<file path="src/rtl/cscm_pkg.sv">
`timescale 1ns / 1ps
package cscm_pkg;

  localparam logic [7:0] CH_NL     = 8'h0a;
  localparam logic [7:0] CH_LPAREN = 8'h28;
  localparam logic [7:0] CH_RPAREN = 8'h29;
  localparam logic [7:0] CH_SQUOTE = 8'h27;
  localparam logic [7:0] CH_DQUOTE = 8'h22;
  localparam logic [7:0] CH_BSLASH = 8'h5c;
  localparam logic [7:0] CH_SLASH  = 8'h2f;
  localparam logic [7:0] CH_STAR   = 8'h2a;

  localparam logic signed [15:0] DEPTH_MAX = 16'sh7fff;
  localparam logic signed [15:0] DEPTH_MIN = -16'sh8000;

  typedef enum logic [2:0] {
    CFG_PATTERN_LOW  = 3'd0,
    CFG_PATTERN_HIGH = 3'd1,
    CFG_PATTERN_LEN  = 3'd2,
    CFG_SQUOTE_MODE  = 3'd3,
    CFG_DQUOTE_MODE  = 3'd4,
    CFG_COMMENT_MODE = 3'd5,
    CFG_PAREN_MODE   = 3'd6,
    CFG_UNUSED       = 3'd7
  } cfg_idx_e;

  typedef enum logic [1:0] {
    MODE_ANY     = 2'd0,
    MODE_INSIDE  = 2'd1,
    MODE_OUTSIDE = 2'd2,
    MODE_NEVER   = 2'd3
  } filter_mode_e;

  typedef enum logic [1:0] {
    ST_TAKE,
    ST_STEP,
    ST_FLUSH
  } back_state_e;

  typedef struct packed {
    logic [7:0] text_byte;
    logic       newline;
  } cscm_item_t;

  typedef struct packed {
    logic [127:0] pattern;
    logic [4:0]   pattern_length;
    logic [1:0]   squote_mode;
    logic [1:0]   dquote_mode;
    logic [1:0]   comment_mode;
    logic [1:0]   paren_mode;
  } cscm_cfg_t;

  function automatic logic filter_ok(input logic [1:0] mode, input logic active);
    logic ok;
    unique case (filter_mode_e'(mode))
      MODE_ANY:     ok = 1'b1;
      MODE_INSIDE:  ok = active;
      MODE_OUTSIDE: ok = !active;
      default:      ok = 1'b0;
    endcase
    return ok;
  endfunction

  function automatic logic signed [15:0] sat_step(input logic signed [15:0] v,
                                                  input logic up, input logic down);
    logic signed [15:0] r;
    r = v;
    if (up && v != DEPTH_MAX) r = v + 16'sd1;
    if (down && v != DEPTH_MIN) r = v - 16'sd1;
    return r;
  endfunction

endpackage

</file>
<file path="src/rtl/cscm_if.sv">
`timescale 1ns / 1ps
interface cscm_byte_if;
  logic       valid;
  logic       ready;
  logic [7:0] text_byte;
  modport source (output valid, output text_byte, input ready);
  modport sink (input valid, input text_byte, output ready);
endinterface

interface cscm_line_if #(parameter int LINE_NUMBER_BITS = 24);
  logic                        valid;
  logic                        ready;
  logic [LINE_NUMBER_BITS-1:0] line_number;
  logic                        line_matched;
  modport source (output valid, output line_number, output line_matched, input ready);
  modport sink (input valid, input line_number, input line_matched, output ready);
endinterface

interface cscm_cfg_if;
  logic        valid;
  logic        ready;
  logic [2:0]  index;
  logic [63:0] data;
  modport source (output valid, output index, output data, input ready);
  modport sink (input valid, input index, input data, output ready);
endinterface

</file>
<file path="src/rtl/cscm_front.sv">
`timescale 1ns / 1ps
module cscm_front
  import cscm_pkg::*;
(
  input  logic       valid_i,
  output logic       ready_o,
  input  logic [7:0] text_byte_i,
  output logic       push_o,
  output cscm_item_t item_o,
  input  logic       full_i
);

  assign ready_o = !full_i;
  assign push_o = valid_i && !full_i;
  assign item_o.text_byte = text_byte_i;
  assign item_o.newline = (text_byte_i == CH_NL);

endmodule

</file>
<file path="src/rtl/cscm_queue.sv">
`timescale 1ns / 1ps
module cscm_queue
  import cscm_pkg::*;
(
  input  logic       clk_i,
  input  logic       rst_ni,
  input  logic       push_i,
  input  cscm_item_t item_i,
  output logic       full_o,
  output logic       valid_o,
  output cscm_item_t item_o,
  input  logic       pop_i
);

  cscm_item_t mem_q [2];
  logic       wr_q, wr_d, rd_q, rd_d;
  logic [1:0] cnt_q, cnt_d;

  assign full_o = (cnt_q == 2'd2);
  assign valid_o = (cnt_q != 2'd0);
  assign item_o = mem_q[rd_q];

  always_comb begin
    wr_d = push_i ? !wr_q : wr_q;
    rd_d = pop_i ? !rd_q : rd_q;
    cnt_d = cnt_q + {1'b0, push_i} - {1'b0, pop_i};
  end

  always_ff @(posedge clk_i or negedge rst_ni) begin
    if (!rst_ni) begin
      wr_q <= 1'b0;
      rd_q <= 1'b0;
      cnt_q <= 2'd0;
    end else begin
      wr_q <= wr_d;
      rd_q <= rd_d;
      cnt_q <= cnt_d;
    end
  end

  always_ff @(posedge clk_i) begin
    if (push_i) mem_q[wr_q] <= item_i;
  end

endmodule

</file>
<file path="src/rtl/cscm_back.sv">
`timescale 1ns / 1ps
module cscm_back
  import cscm_pkg::*;
#(
  parameter int MAX_PATTERN = 16,
  parameter int LINE_NUMBER_BITS = 24
) (
  input  logic                        clk_i,
  input  logic                        rst_ni,
  input  cscm_cfg_t                   cfg_i,
  input  logic                        q_valid_i,
  input  cscm_item_t                  q_item_i,
  output logic                        q_pop_o,
  output logic                        out_valid_o,
  input  logic                        out_ready_i,
  output logic [LINE_NUMBER_BITS-1:0] line_number_o,
  output logic                        line_matched_o
);

  localparam int CNT_W = $clog2(MAX_PATTERN + 1);
  localparam int IDX_W = (MAX_PATTERN > 1) ? $clog2(MAX_PATTERN) : 1;
  localparam logic [LINE_NUMBER_BITS-1:0] LINE_MAX = {LINE_NUMBER_BITS{1'b1}};
  localparam logic [5:0] MAX6 = 6'(MAX_PATTERN);

  back_state_e state_q, state_d;
  logic [7:0]  win_q [MAX_PATTERN];
  logic [7:0]  win_d [MAX_PATTERN];
  logic [7:0]  sh    [MAX_PATTERN];
  logic [7:0]  p1_q, p1_d, p2_q, p2_d;
  logic [CNT_W-1:0] cnt_q, cnt_d;
  logic        sq_q, sq_d, dq_q, dq_d, match_q, match_d;
  logic signed [15:0] cdep_q, cdep_d, pdep_q, pdep_d;
  logic [LINE_NUMBER_BITS-1:0] line_q, line_d;
  logic        out_valid_q, out_valid_d, out_match_q, out_match_d;

  logic [5:0]  len6, need6, cnt6;
  logic [7:0]  c, nx;
  logic        esc_ok, outside0, outside1, sq_n, dq_n, eq, judge, clear;
  logic signed [15:0] pdep_n, cdep_n;

  always_comb begin
    len6 = {1'b0, cfg_i.pattern_length};
    if (len6 == 6'd0) len6 = 6'd1;
    else if (len6 > MAX6) len6 = MAX6;
    need6 = (len6 < 6'd2) ? 6'd2 : len6;
    cnt6 = 6'(cnt_q);
  end

  // context update and match test for the oldest waiting position
  always_comb begin
    c = win_q[0];
    for (int k = 0; k < MAX_PATTERN; k++) begin
      sh[k] = (k + 1 < MAX_PATTERN) ? win_q[(k + 1) % MAX_PATTERN] : 8'h00;
    end
    nx = sh[0];
    esc_ok = (p1_q != CH_BSLASH) || (p2_q == CH_BSLASH);
    outside0 = !sq_q && !dq_q;
    pdep_n = sat_step(pdep_q, outside0 && cdep_q == 16'sd0 && c == CH_LPAREN,
                      outside0 && cdep_q == 16'sd0 && c == CH_RPAREN);
    sq_n = (cdep_q == 16'sd0 && c == CH_SQUOTE && esc_ok) ? !sq_q : sq_q;
    dq_n = (cdep_q == 16'sd0 && c == CH_DQUOTE && esc_ok) ? !dq_q : dq_q;
    outside1 = !sq_n && !dq_n;
    cdep_n = sat_step(cdep_q, outside1 && c == CH_SLASH && nx == CH_STAR,
                      outside1 && c == CH_STAR && nx == CH_SLASH);
    eq = (cnt6 >= len6);
    for (int k = 0; k < MAX_PATTERN; k++) begin
      if (6'(k) < len6 && win_q[k] != cfg_i.pattern[8*k +: 8]) eq = 1'b0;
    end
    eq = eq && filter_ok(cfg_i.squote_mode, sq_n) && filter_ok(cfg_i.dquote_mode, dq_n)
         && filter_ok(cfg_i.comment_mode, cdep_n != 16'sd0)
         && filter_ok(cfg_i.paren_mode, pdep_n != 16'sd0);
  end

  always_comb begin
    state_d = state_q;
    win_d = win_q;
    p1_d = p1_q;
    p2_d = p2_q;
    cnt_d = cnt_q;
    sq_d = sq_q;
    dq_d = dq_q;
    match_d = match_q;
    cdep_d = cdep_q;
    pdep_d = pdep_q;
    line_d = line_q;
    out_valid_d = out_valid_q && !out_ready_i;
    out_match_d = out_match_q;
    q_pop_o = 1'b0;
    judge = 1'b0;
    clear = 1'b0;
    unique case (state_q)
      ST_TAKE: begin
        q_pop_o = q_valid_i;
        if (q_valid_i) begin
          if (cnt6 < MAX6) begin
            win_d[cnt_q[IDX_W-1:0]] = q_item_i.text_byte;
            cnt_d = cnt_q + 1'b1;
          end
          state_d = q_item_i.newline ? ST_FLUSH : ST_STEP;
        end
      end
      ST_STEP: begin
        judge = (cnt6 >= need6);
        state_d = ST_TAKE;
      end
      ST_FLUSH: begin
        if (cnt_q != '0) begin
          judge = 1'b1;
        end else if (!out_valid_q || out_ready_i) begin
          if (line_q != LINE_MAX) line_d = line_q + 1'b1;
          out_valid_d = 1'b1;
          out_match_d = match_q;
          clear = 1'b1;
          state_d = ST_TAKE;
        end
      end
      default: state_d = ST_TAKE;
    endcase
    if (judge) begin
      if (!match_q) begin
        pdep_d = pdep_n;
        cdep_d = cdep_n;
        sq_d = sq_n;
        dq_d = dq_n;
        match_d = eq;
      end
      p2_d = p1_q;
      p1_d = c;
      win_d = sh;
      cnt_d = cnt_q - 1'b1;
    end
    if (clear) begin
      for (int k = 0; k < MAX_PATTERN; k++) win_d[k] = 8'h00;
      p1_d = 8'h00;
      p2_d = 8'h00;
      cnt_d = '0;
      sq_d = 1'b0;
      dq_d = 1'b0;
      match_d = 1'b0;
    end
  end

  always_ff @(posedge clk_i or negedge rst_ni) begin
    if (!rst_ni) begin
      state_q <= ST_TAKE;
      for (int k = 0; k < MAX_PATTERN; k++) win_q[k] <= 8'h00;
      p1_q <= 8'h00;
      p2_q <= 8'h00;
      cnt_q <= '0;
      sq_q <= 1'b0;
      dq_q <= 1'b0;
      match_q <= 1'b0;
      cdep_q <= 16'sd0;
      pdep_q <= 16'sd0;
      line_q <= '0;
      out_valid_q <= 1'b0;
    end else begin
      state_q <= state_d;
      win_q <= win_d;
      p1_q <= p1_d;
      p2_q <= p2_d;
      cnt_q <= cnt_d;
      sq_q <= sq_d;
      dq_q <= dq_d;
      match_q <= match_d;
      cdep_q <= cdep_d;
      pdep_q <= pdep_d;
      line_q <= line_d;
      out_valid_q <= out_valid_d;
    end
  end

  always_ff @(posedge clk_i) begin
    out_match_q <= out_match_d;
  end

  assign out_valid_o = out_valid_q;
  assign line_number_o = line_q;
  assign line_matched_o = out_match_q;

endmodule

</file>
<file path="src/rtl/c_context_string_match_unit.sv">
`timescale 1ns / 1ps
// c source pattern matcher with lexical context filters
// text_i: one source byte per request; byte 10 closes the line
// line_o: one request per closed line with its number and a match flag
// cfg_i: register writes (index, data), always ready; write only while idle
// a front stage tags newlines and feeds a two-entry queue; the back end
// takes a byte, then judges at most one waiting position before it takes the next
// a newline is inserted, then each waiting position (up to the pattern
// length, at least two) is judged, then the output register is loaded
// throughput is set by the single judge unit
// the output register frees the back end once a result is loaded; while
// line_o stalls, the queue and back end keep taking bytes up to the next
// newline, and then text_i backs up
// reset clears depths, quote state, line count and config (pattern length 1)
module c_context_string_match_unit
  import cscm_pkg::*;
#(
  parameter int MAX_PATTERN = 16,
  parameter int LINE_NUMBER_BITS = 24
) (
  input  logic         clk_i,
  input  logic         rst_ni,
  cscm_byte_if.sink    text_i,
  cscm_cfg_if.sink     cfg_i,
  cscm_line_if.source  line_o
);

  cscm_cfg_t  cfg_q;
  logic       push, full, q_valid, pop;
  cscm_item_t push_item, q_item;

  assign cfg_i.ready = 1'b1;

  always_ff @(posedge clk_i or negedge rst_ni) begin
    if (!rst_ni) begin
      cfg_q.pattern <= '0;
      cfg_q.pattern_length <= 5'd1;
      cfg_q.squote_mode <= MODE_ANY;
      cfg_q.dquote_mode <= MODE_ANY;
      cfg_q.comment_mode <= MODE_ANY;
      cfg_q.paren_mode <= MODE_ANY;
    end else if (cfg_i.valid) begin
      unique case (cfg_idx_e'(cfg_i.index))
        CFG_PATTERN_LOW:  cfg_q.pattern[63:0] <= cfg_i.data;
        CFG_PATTERN_HIGH: cfg_q.pattern[127:64] <= cfg_i.data;
        CFG_PATTERN_LEN:  cfg_q.pattern_length <= cfg_i.data[4:0];
        CFG_SQUOTE_MODE:  cfg_q.squote_mode <= cfg_i.data[1:0];
        CFG_DQUOTE_MODE:  cfg_q.dquote_mode <= cfg_i.data[1:0];
        CFG_COMMENT_MODE: cfg_q.comment_mode <= cfg_i.data[1:0];
        CFG_PAREN_MODE:   cfg_q.paren_mode <= cfg_i.data[1:0];
        default: ;
      endcase
    end
  end

  cscm_front u_front (
    .valid_i     (text_i.valid),
    .ready_o     (text_i.ready),
    .text_byte_i (text_i.text_byte),
    .push_o      (push),
    .item_o      (push_item),
    .full_i      (full)
  );

  cscm_queue u_queue (
    .clk_i   (clk_i),
    .rst_ni  (rst_ni),
    .push_i  (push),
    .item_i  (push_item),
    .full_o  (full),
    .valid_o (q_valid),
    .item_o  (q_item),
    .pop_i   (pop)
  );

  cscm_back #(
    .MAX_PATTERN      (MAX_PATTERN),
    .LINE_NUMBER_BITS (LINE_NUMBER_BITS)
  ) u_back (
    .clk_i          (clk_i),
    .rst_ni         (rst_ni),
    .cfg_i          (cfg_q),
    .q_valid_i      (q_valid),
    .q_item_i       (q_item),
    .q_pop_o        (pop),
    .out_valid_o    (line_o.valid),
    .out_ready_i    (line_o.ready),
    .line_number_o  (line_o.line_number),
    .line_matched_o (line_o.line_matched)
  );

endmodule
</file>
<file path="src/flat_wrapper.sv">
// flat-port wrapper written by rule: the top's interface ports become plain ports
module c_context_string_match_unit_flat import cscm_pkg::*;
#(
  parameter int MAX_PATTERN = 16,
  parameter int LINE_NUMBER_BITS = 24
)
  (clk_i, rst_ni, text_i_valid, text_i_text_byte, text_i_ready, cfg_i_valid, cfg_i_index, cfg_i_data, cfg_i_ready, line_o_valid, line_o_line_number, line_o_line_matched, line_o_ready);
  cscm_byte_if text_i_i ();
  cscm_cfg_if cfg_i_i ();
  cscm_line_if #(.LINE_NUMBER_BITS(LINE_NUMBER_BITS)) line_o_i ();
  input  logic clk_i;
  input  logic rst_ni;
  input wire logic [$bits(text_i_i.valid)-1:0] text_i_valid;
  input wire logic [$bits(text_i_i.text_byte)-1:0] text_i_text_byte;
  output wire logic [$bits(text_i_i.ready)-1:0] text_i_ready;
  input wire logic [$bits(cfg_i_i.valid)-1:0] cfg_i_valid;
  input wire logic [$bits(cfg_i_i.index)-1:0] cfg_i_index;
  input wire logic [$bits(cfg_i_i.data)-1:0] cfg_i_data;
  output wire logic [$bits(cfg_i_i.ready)-1:0] cfg_i_ready;
  output wire logic [$bits(line_o_i.valid)-1:0] line_o_valid;
  output wire logic [$bits(line_o_i.line_number)-1:0] line_o_line_number;
  output wire logic [$bits(line_o_i.line_matched)-1:0] line_o_line_matched;
  input wire logic [$bits(line_o_i.ready)-1:0] line_o_ready;
  assign text_i_i.valid = text_i_valid;
  assign text_i_i.text_byte = text_i_text_byte;
  assign text_i_ready = text_i_i.ready;
  assign cfg_i_i.valid = cfg_i_valid;
  assign cfg_i_i.index = cfg_i_index;
  assign cfg_i_i.data = cfg_i_data;
  assign cfg_i_ready = cfg_i_i.ready;
  assign line_o_valid = line_o_i.valid;
  assign line_o_line_number = line_o_i.line_number;
  assign line_o_line_matched = line_o_i.line_matched;
  assign line_o_i.ready = line_o_ready;
  c_context_string_match_unit #(.MAX_PATTERN(MAX_PATTERN), .LINE_NUMBER_BITS(LINE_NUMBER_BITS)) u_core (.clk_i(clk_i), .rst_ni(rst_ni), .text_i(text_i_i), .cfg_i(cfg_i_i), .line_o(line_o_i));
endmodule
</file>
<file path="config.mk">
export PLATFORM = sky130hd
export DESIGN_NAME = c_context_string_match_unit_flat
export DESIGN_NICKNAME = d
export VERILOG_FILES = /design/src/rtl/cscm_pkg.sv /design/src/rtl/cscm_if.sv /design/src/rtl/cscm_front.sv /design/src/rtl/cscm_queue.sv /design/src/rtl/cscm_back.sv /design/src/rtl/c_context_string_match_unit.sv /design/src/flat_wrapper.sv
export SDC_FILE = /design/constraint.sdc
export NUM_CORES = 1
export LEC_CHECK = 0
export ABC_CLOCK_PERIOD_IN_PS = 6900
export BUFFER_PORTS_ARGS = -buffer_cell sky130_fd_sc_hd__buf_2
export CAP_MARGIN = 5
export CORE_MARGIN = 5
export CORE_UTILIZATION = 45
export DETAILED_ROUTE_END_ITERATION = 8
export SETUP_SLACK_MARGIN = 0.05
export SLEW_MARGIN = 10
export SYNTH_ARGS = -nofsm -noshare
export SYNTH_HDL_FRONTEND = slang
export SYNTH_SLANG_ARGS = --single-unit
export TNS_END_PERCENT = 20
</file>
<file path="constraint.sdc">
create_clock -name clk_i -period 6.9 [get_ports clk_i]
set_input_delay 1.725 -clock clk_i [delete_from_list [all_inputs] [get_ports clk_i]]
set_output_delay 1.725 -clock clk_i [all_outputs]
set_load 0.02 [all_outputs]
</file>
# Word level (Yosys, flattened, before mapping)

Memory sizes are Yosys's and may differ from the RTL's.
Cells that the tools add are included.

Flip-flop bits (word level): 357
Bits in writable memories: 18
Input port bits: 80
Logic and storage cells: 280
Memories kept: 1

Memory list:

| memory               | depth | width | read ports | clocked after Yosys merged registers in | write ports | RTL line         | text |
|---|---|---|---|---|---|---|---|
| u_core.u_queue.mem_q | 2     | 9     | 1          | 0                                       | 1           | cscm_queue.sv:15 | `cscm_item_t mem_q [2];` |

Add/subtract/negate cells: 9
Order comparisons: 23
Eq/ne operators: 53
Multiplexer cells: 71
Bitwise operators: 3
Reduce and logical (&&, ||, !) cells: 82

Operators by type and width:

| cell                                                                        | count |
|---|---|
| 128-bit two-way mux                                                         | 5 |
| 128-bit bitwise mux                                                         | 1 |
| 8-bit != test                                                               | 16 |
| 8-bit by 6-bit equality test with 1-bit output, second input constant       | 8 |
| 16-bit two-way mux                                                          | 4 |
| 16-bit != test, second input constant                                       | 4 |
| 4-bit by 6-bit less-than comparator with 1-bit output, first input constant | 8 |
| 1-bit logical AND                                                           | 40 |
| 8-bit two-way mux                                                           | 5 |
| 1-bit two-way mux                                                           | 37 |
| 16-bit by 2-bit adder with 16-bit output, second input constant             | 2 |
| 8-bit demux with 4-bit select                                               | 1 |
| 16-bit nonzero test                                                         | 2 |
| 16-bit by 2-bit subtractor with 16-bit output, second input constant        | 2 |
| 5-bit two-way mux                                                           | 6 |
| 24-bit by 1-bit adder with 24-bit output, second input constant             | 1 |
| 3-bit by 6-bit less-than comparator with 1-bit output, first input constant | 4 |
| 24-bit != test, second input constant                                       | 1 |
| 2-bit AND reduction                                                         | 9 |
| 16-bit logical NOT                                                          | 1 |
| 2-bit equality test, second input constant                                  | 6 |
| 5-bit by 6-bit >= comparator with 1-bit output                              | 2 |
| 1-bit by 6-bit less-than comparator with 1-bit output, first input constant | 2 |
| 2-bit by 6-bit less-than comparator with 1-bit output, first input constant | 2 |
| 35 further kinds                                                            | 72 |

# Longest topological paths before layout

Depth after elaboration: 28
Gate-level depth with buffers: 20
Depth with buffers taken out: 16

# By module

Synthesis repeated with hierarchy kept, for this count alone.

Cells, all modules: 1,857
Area total of the unflattened synthesis: 19,940.4 µm²

By module, submodules not included:

| module                      | instances | cells each | area an instance (µm²) | seq. area each (µm²) |
|---|---|---|---|---|
| cscm_back                   | 1         | 1,496      | 13,300.3               | 5,310.1 |
| c_context_string_match_unit | 1         | 305        | 5,661.7                | 3,529.6 |
| cscm_queue                  | 1         | 43         | 885.8                  | 640.6 |
| cscm_front                  | 1         | 13         | 92.6                   | 0.0 |

# Worst setup path before layout

OpenSTA, ideal clock, no wires.

Path type: flip-flop to flip-flop
From: register u_core.cfg_q[10] in the netlist's numbering
To: register u_core.u_back.cnt_q[4]
Arrival: 3.954 ns
Required time: 6.822 ns
Setup slack: 2.868 ns
Cell stages (with the launch flop): 21
Buffers on the path: 4
Period minus slack after synthesis: 4.032 ns
Cells stage by stage: dfrtp_1 -> clkbuf_1 -> nor3_1 -> nor3b_1 -> ha_1 -> nand2b_1 -> a21o_1 -> a21o_1 -> a21o_1 -> a31oi_1 -> nand2b_1 -> clkbuf_1 -> inv_1 -> clkbuf_1 -> clkbuf_1 -> fa_1 -> a21o_1 -> a21oi_1 -> nand2_1 -> xor2_1 -> a21oi_1

Word-level cells in the longest chain between the ends: 9
Elaborated cells on any way between the ends: 14

Ends and longest elaborated chain:

| item                                                               | RTL line                          | text |
|---|---|---|
| start, declared                                                    | c_context_string_match_unit.sv:28 | `cscm_cfg_t cfg_q;` |
| 5-bit > comparator                                                 | cscm_back.sv:44                   | `else if (len6 > MAX6) len6 = MAX6;` |
| 5-bit two-way mux                                                  | cscm_back.sv:44                   |  |
| 6-bit two-way mux *                                                | cscm_back.sv:43                   | `if (len6 == 6'd0) len6 = 6'd1;` |
| 6-bit by 2-bit less-than comparator with 1-bit output              | cscm_back.sv:45                   | `need6 = (len6 < 6'd2) ? 6'd2 : len6;` |
| 6-bit two-way mux *                                                | cscm_back.sv:45                   |  |
| 5-bit by 6-bit >= comparator with 1-bit output *                   | cscm_back.sv:103                  | `judge = (cnt6 >= need6);` |
| 1-bit case mux with 2 select lines *                               | cscm_back.sv:91                   | `unique case (state_q)` |
| 3-bit nonzero test (no line) or 5-bit two-way mux (tied branches)  | n/a                               |  |
| 3-bit AND reduction (no line) or 5-bit two-way mux (tied branches) | n/a                               |  |
| end signal, assigned                                               | cscm_back.sv:162                  | `cnt_q <= cnt_d;` |
| end, declared                                                      | cscm_back.sv:30                   | `logic [CNT_W-1:0] cnt_q, cnt_d;` |

Every way passes the cells marked *; elsewhere a longest branch is shown, timed or not.
A chain may end at the register's enable or synchronous reset.

# Final worst setup path

From: register u_core.u_back.cnt_q[1]
To: register u_core.u_back.cnt_q[4]

Word-level cells in the longest chain between the ends: 6
Elaborated cells on any way between the ends: 18

Ends and longest elaborated chain:

| item                                   | RTL line         | text |
|---|---|---|
| 5-bit by 1-bit adder with 5-bit output | cscm_back.sv:97  | `cnt_d = cnt_q + 1'b1;` |
| 5-bit two-way mux                      | cscm_back.sv:95  | `if (cnt6 < MAX6) begin` |
| 5-bit two-way mux                      | cscm_back.sv:94  | `if (q_valid_i) begin` |
| 5-bit two-way mux                      | cscm_back.sv:91  |  |
| 5-bit two-way mux                      | cscm_back.sv:119 | `if (judge) begin` |
| 5-bit two-way mux                      | cscm_back.sv:132 | `if (clear) begin` |

Several ways; a longest one is shown, not always the timed one. The select of a mux whose other input is x is not followed.

==> flow_summary.toml <==
[worst_setup_path]
cp_num_buf_inv = 1
cp.arrival_ps = 5340
reg2reg_to = "u_core.u_back.cnt_q[4]$_DFFE_PN0P_"
path_cells = "nor4_2, nor2b_1, o21ai_0, a31oi_1, nand2b_1, inv_1, fa_1, a21o_1, a21oi_1, nand2_1, xor2_1, a21oi_1"
cp_top_family = "simple AND/OR/NAND/NOR gates"
r2r_start = "u_core.u_back.cnt_q[1]$_DFFE_PN0P_"
path_depth = 12
critPathKind = "reg2reg"
crit_fanout = 24
cpPeakStageDelay_ps = 850
cp_common_cell = "a21oi_1"
slowest_stage = "nor4_2"
endpoint_kind = "register"
start_kind = "register"
rrSetupSlack_ps = 2020
worst-r2r-cell-count = 12
cp.required_ps = 7360

[sta]
tns_ps = 0
finalClockSkew_ps = 19.10
timing.hold.ws_ps = 487.6
finalSetupViolations = 0
hold_viol = 0
worst_pin_slew_ps = 1344
rsz0062_at_grt = "false"
period_share_pct = 70.75
max_freq_mhz = 204.8
relSlewSlack_pct = 10.31
layout_min_cycle_time_ps = 4882
slew_viol_final = 0

[route]
drc = 0
vias = 14805
firstDrtPassIters = 6
routedWlPerCell_microns = 21.49
drtAntennaViolNets = 0
routed_wl_microns = 54720
post_drt_via_cell_ratio = 5.815
drt-initial-drc-count = 1291

[clock_tree]
clockBufferDepth = 3
h-tree-depth = 2
cts_sinks = 375
cts_tree = "built"
cts_root_buf = "clkbuf_16"
post_cts.repair.setup_buffers = 0
holdBufCountCts = 0
cts_resized = 0
clkSlewWorstSetupHoldPaths_ps = 60
numCtsBuffers = 43
clkLatencyLatePin_ps = 570

[final_layout]
finalNetCount = 2035
fill_cells = 3994
layout-drive-gt1-share_pct = 18.51
diodes = 0
multi_input_area_sq_um = 9363
ff_latch_area_sq_um = 9480
syn_to_final_growth_pct = 11.96

[global_routing]
antenna_found_initial = 2
globalRouteTotalUtil_pct = 22.90
gr-total-overflow = 0
grt_max_degree = 121
grt_pass1_wl_microns = 86210
first_global_vias = 14761

[worst_hold_path]
hold_end = "u_core.u_back.line_number_o[13]$_DFFE_PN0P_"
holdCritStartpoint = "u_core.u_back.line_number_o[13]$_DFFE_PN0P_"
min_path_cells = 1
hp-class = "reg2reg"

[yosys]
synth_area_sq_um = 19500
synth-edff-count = 19
synth_common_cells = "355 x dfrtp_1, 168 x nor2_1, 160 x a21oi_1"
synth_top_area_share_pct = 45.55
synth_ff_type = "dfrtp_1"
avgSynthCellArea_sq_um = 10.42
synth_cell_types = 80
synthCells = 1872
yosysTopAreaCell = "dfrtp_1"
yosys_warnings = 0
synth-seq-cells = 375
synthArstFlopShare_pct = 94.93
syn-num-nets = 1977
ys_seq_area_share_pct = 48.61
synthTopCellsByArea = "dfrtp_1 46%, mux2_2 8.1%, xnor2_1 5.3%"
synth.most_common_cell = "dfrtp_1"

[place]
dp_hpwl_microns = 37480
buffer_ports.inserted = 106
globalplace.congestion = 0.9117

[floorplan]
fp.dieArea_sq_um = 47600
ioPinCount = 108
initial_core_util_pct = 45.37
rows = 76
core_area_sq_um = 42980
die_w_microns = 218.2
fp.dieH_microns = 218.2

[power]
power_density_nw_per_um2 = 422.0
p_leak_nw = 9.175
max-vdd-ir-drop_mv = 0.2890

[run_status]
status = "finished, final reports clean"

[run]
cap_violations = 0
-- power breakdown --
group	switching (mW)	internal [mW]	total (mW)
clock network	0.931	1.28	2.21
logic	1.88	1.33	3.20
registers	0.873	2.93	3.80
-- metrics by stage --
step / setup WS, ps / util [%] / total power [mW] / instance area [sq um] / instances
2_1_floorplan: 2868 / - / 5.889 / 19500 / 1872
3_3_place_gp: 2119 / 47.66 / 6.907 / 20480 / 2470
3_5_place_dp: 2051 / 47.66 / 6.995 / 20480 / 2470
4_1_cts: 1996 / 50.80 / 9.253 / 21830 / 2546
5_1_grt: 1490 / 50.80 / 9.802 / 21830 / 2546
6_report: 2018 / 50.80 / 9.213 / 21830 / 2546
-- worst max-delay path by stage --
stage	end	startpoint
2_1_floorplan	u_core.u_back.cnt_q[4]$_DFFE_PN0P_	u_core.cfg_q[10]$_DFFE_PN0P_
3_3_place_gp	u_core.u_back.cnt_q[4]$_DFFE_PN0P_	u_core.u_back.cnt_q[1]$_DFFE_PN0P_
3_5_place_dp	u_core.u_back.cnt_q[4]$_DFFE_PN0P_	u_core.u_back.cnt_q[1]$_DFFE_PN0P_
4_1_cts	u_core.u_back.cnt_q[4]$_DFFE_PN0P_	u_core.u_back.cnt_q[1]$_DFFE_PN0P_
5_1_grt	u_core.u_back.cnt_q[4]$_DFFE_PN0P_	u_core.u_back.cnt_q[1]$_DFFE_PN0P_
6_report	u_core.u_back.cnt_q[4]$_DFFE_PN0P_	u_core.u_back.cnt_q[1]$_DFFE_PN0P_
-- worst reg2reg max path, stage by stage, from the launching register on --
cell,delay (ps)
dfrtp_1,550
nor4_2,860
nor2b_1,350
o21ai_0,110
a31oi_1,400
nand2b_1,640
inv_1,550
fa_1,550
a21o_1,170
a21oi_1,180
nand2_1,90
xor2_1,180
a21oi_1,150
-- sequential cells by signal, indices dropped and copies added, names as in the netlist --
name                          flops
u_core.cfg_q                    141
u_core.u_back.c                   8
u_core.u_back.cdep_q             16
u_core.u_back.cnt_q               5
u_core.u_back.dq_q                1
u_core.u_back.line_matched_o      1
u_core.u_back.line_number_o      24
u_core.u_back.match_q             1
u_core.u_back.nx                  8
u_core.u_back.out_valid_o         1
u_core.u_back.p1_q                8
u_core.u_back.p2_q                8
u_core.u_back.pdep_q             16
u_core.u_back.sh                112
u_core.u_back.sq_q                1
u_core.u_back.state_q             2
u_core.u_queue.cnt_q              2
u_core.u_queue.mem_q             18
u_core.u_queue.rd_q               1
u_core.u_queue.wr_q               1
-- per-layer routing --
layer	vias up	global-route usage [%]	share of wire, %
li1	6892	-	-
met1	7398	33.37	47
met2	415	35.73	46
met3	96	3.435	5.2
met4	4	6.762	2.6
met5	-	0	0.038
-- cell type report --
class	count	share of cell area (%)
Clock buffer	62	5.628
Timing Repair Buffer	125	3.186
Clock inverter	14	0.5501
Multi-Input combinational cell	1328	42.88
Inverter	57	0.9799
Tap cell	585	3.352
Sequential cell	375	43.42
-- logic make-up after synthesis --
logic type	Yosys count	share of synthesized area, %
compound gates	392	13.02
simple gates	552	15.08
fa+ha+maj	25	1.643
flops	375	48.61
other cells	1	0.01923
xor+xnor	203	9.117
buf+inv	169	3.651
mux	155	8.854
-- cell usage in the layout, fill, tap and decap left out, types with 7 or more instances in the layout --
cell type	netlist	layout
a221oi_1	32	32
ha_1	24	24
and3_1	16	16
dfrtp_1	355	355
nand2_1	106	106
nor3b_1	8	7
nor4_1	42	41
nor2_1	168	161
nand4b_1	15	15
nand4_1	43	43
and2_1	7	7
mux2i_1	15	15
a21oi_1	160	160
or4_1	12	12
clkbuf_1	92	12
nand3_1	25	25
xnor2_1	118	118
a31oi_1	8	8
clkbuf_16	0	44
clkinv_1	6	8
a21o_1	17	17
nor3_1	33	31
a22oi_1	89	89
a211oi_1	12	12
or2_2	7	7
nand2b_1	13	13
edfxtp_1	19	19
buf_2	1	105
nor4b_1	8	8
inv_1	51	51
buf_4	6	18
o21ai_0	30	29
and4_1	11	11
mux2_2	140	140
xor2_1	85	85
(Power assumes the default switching activity.)
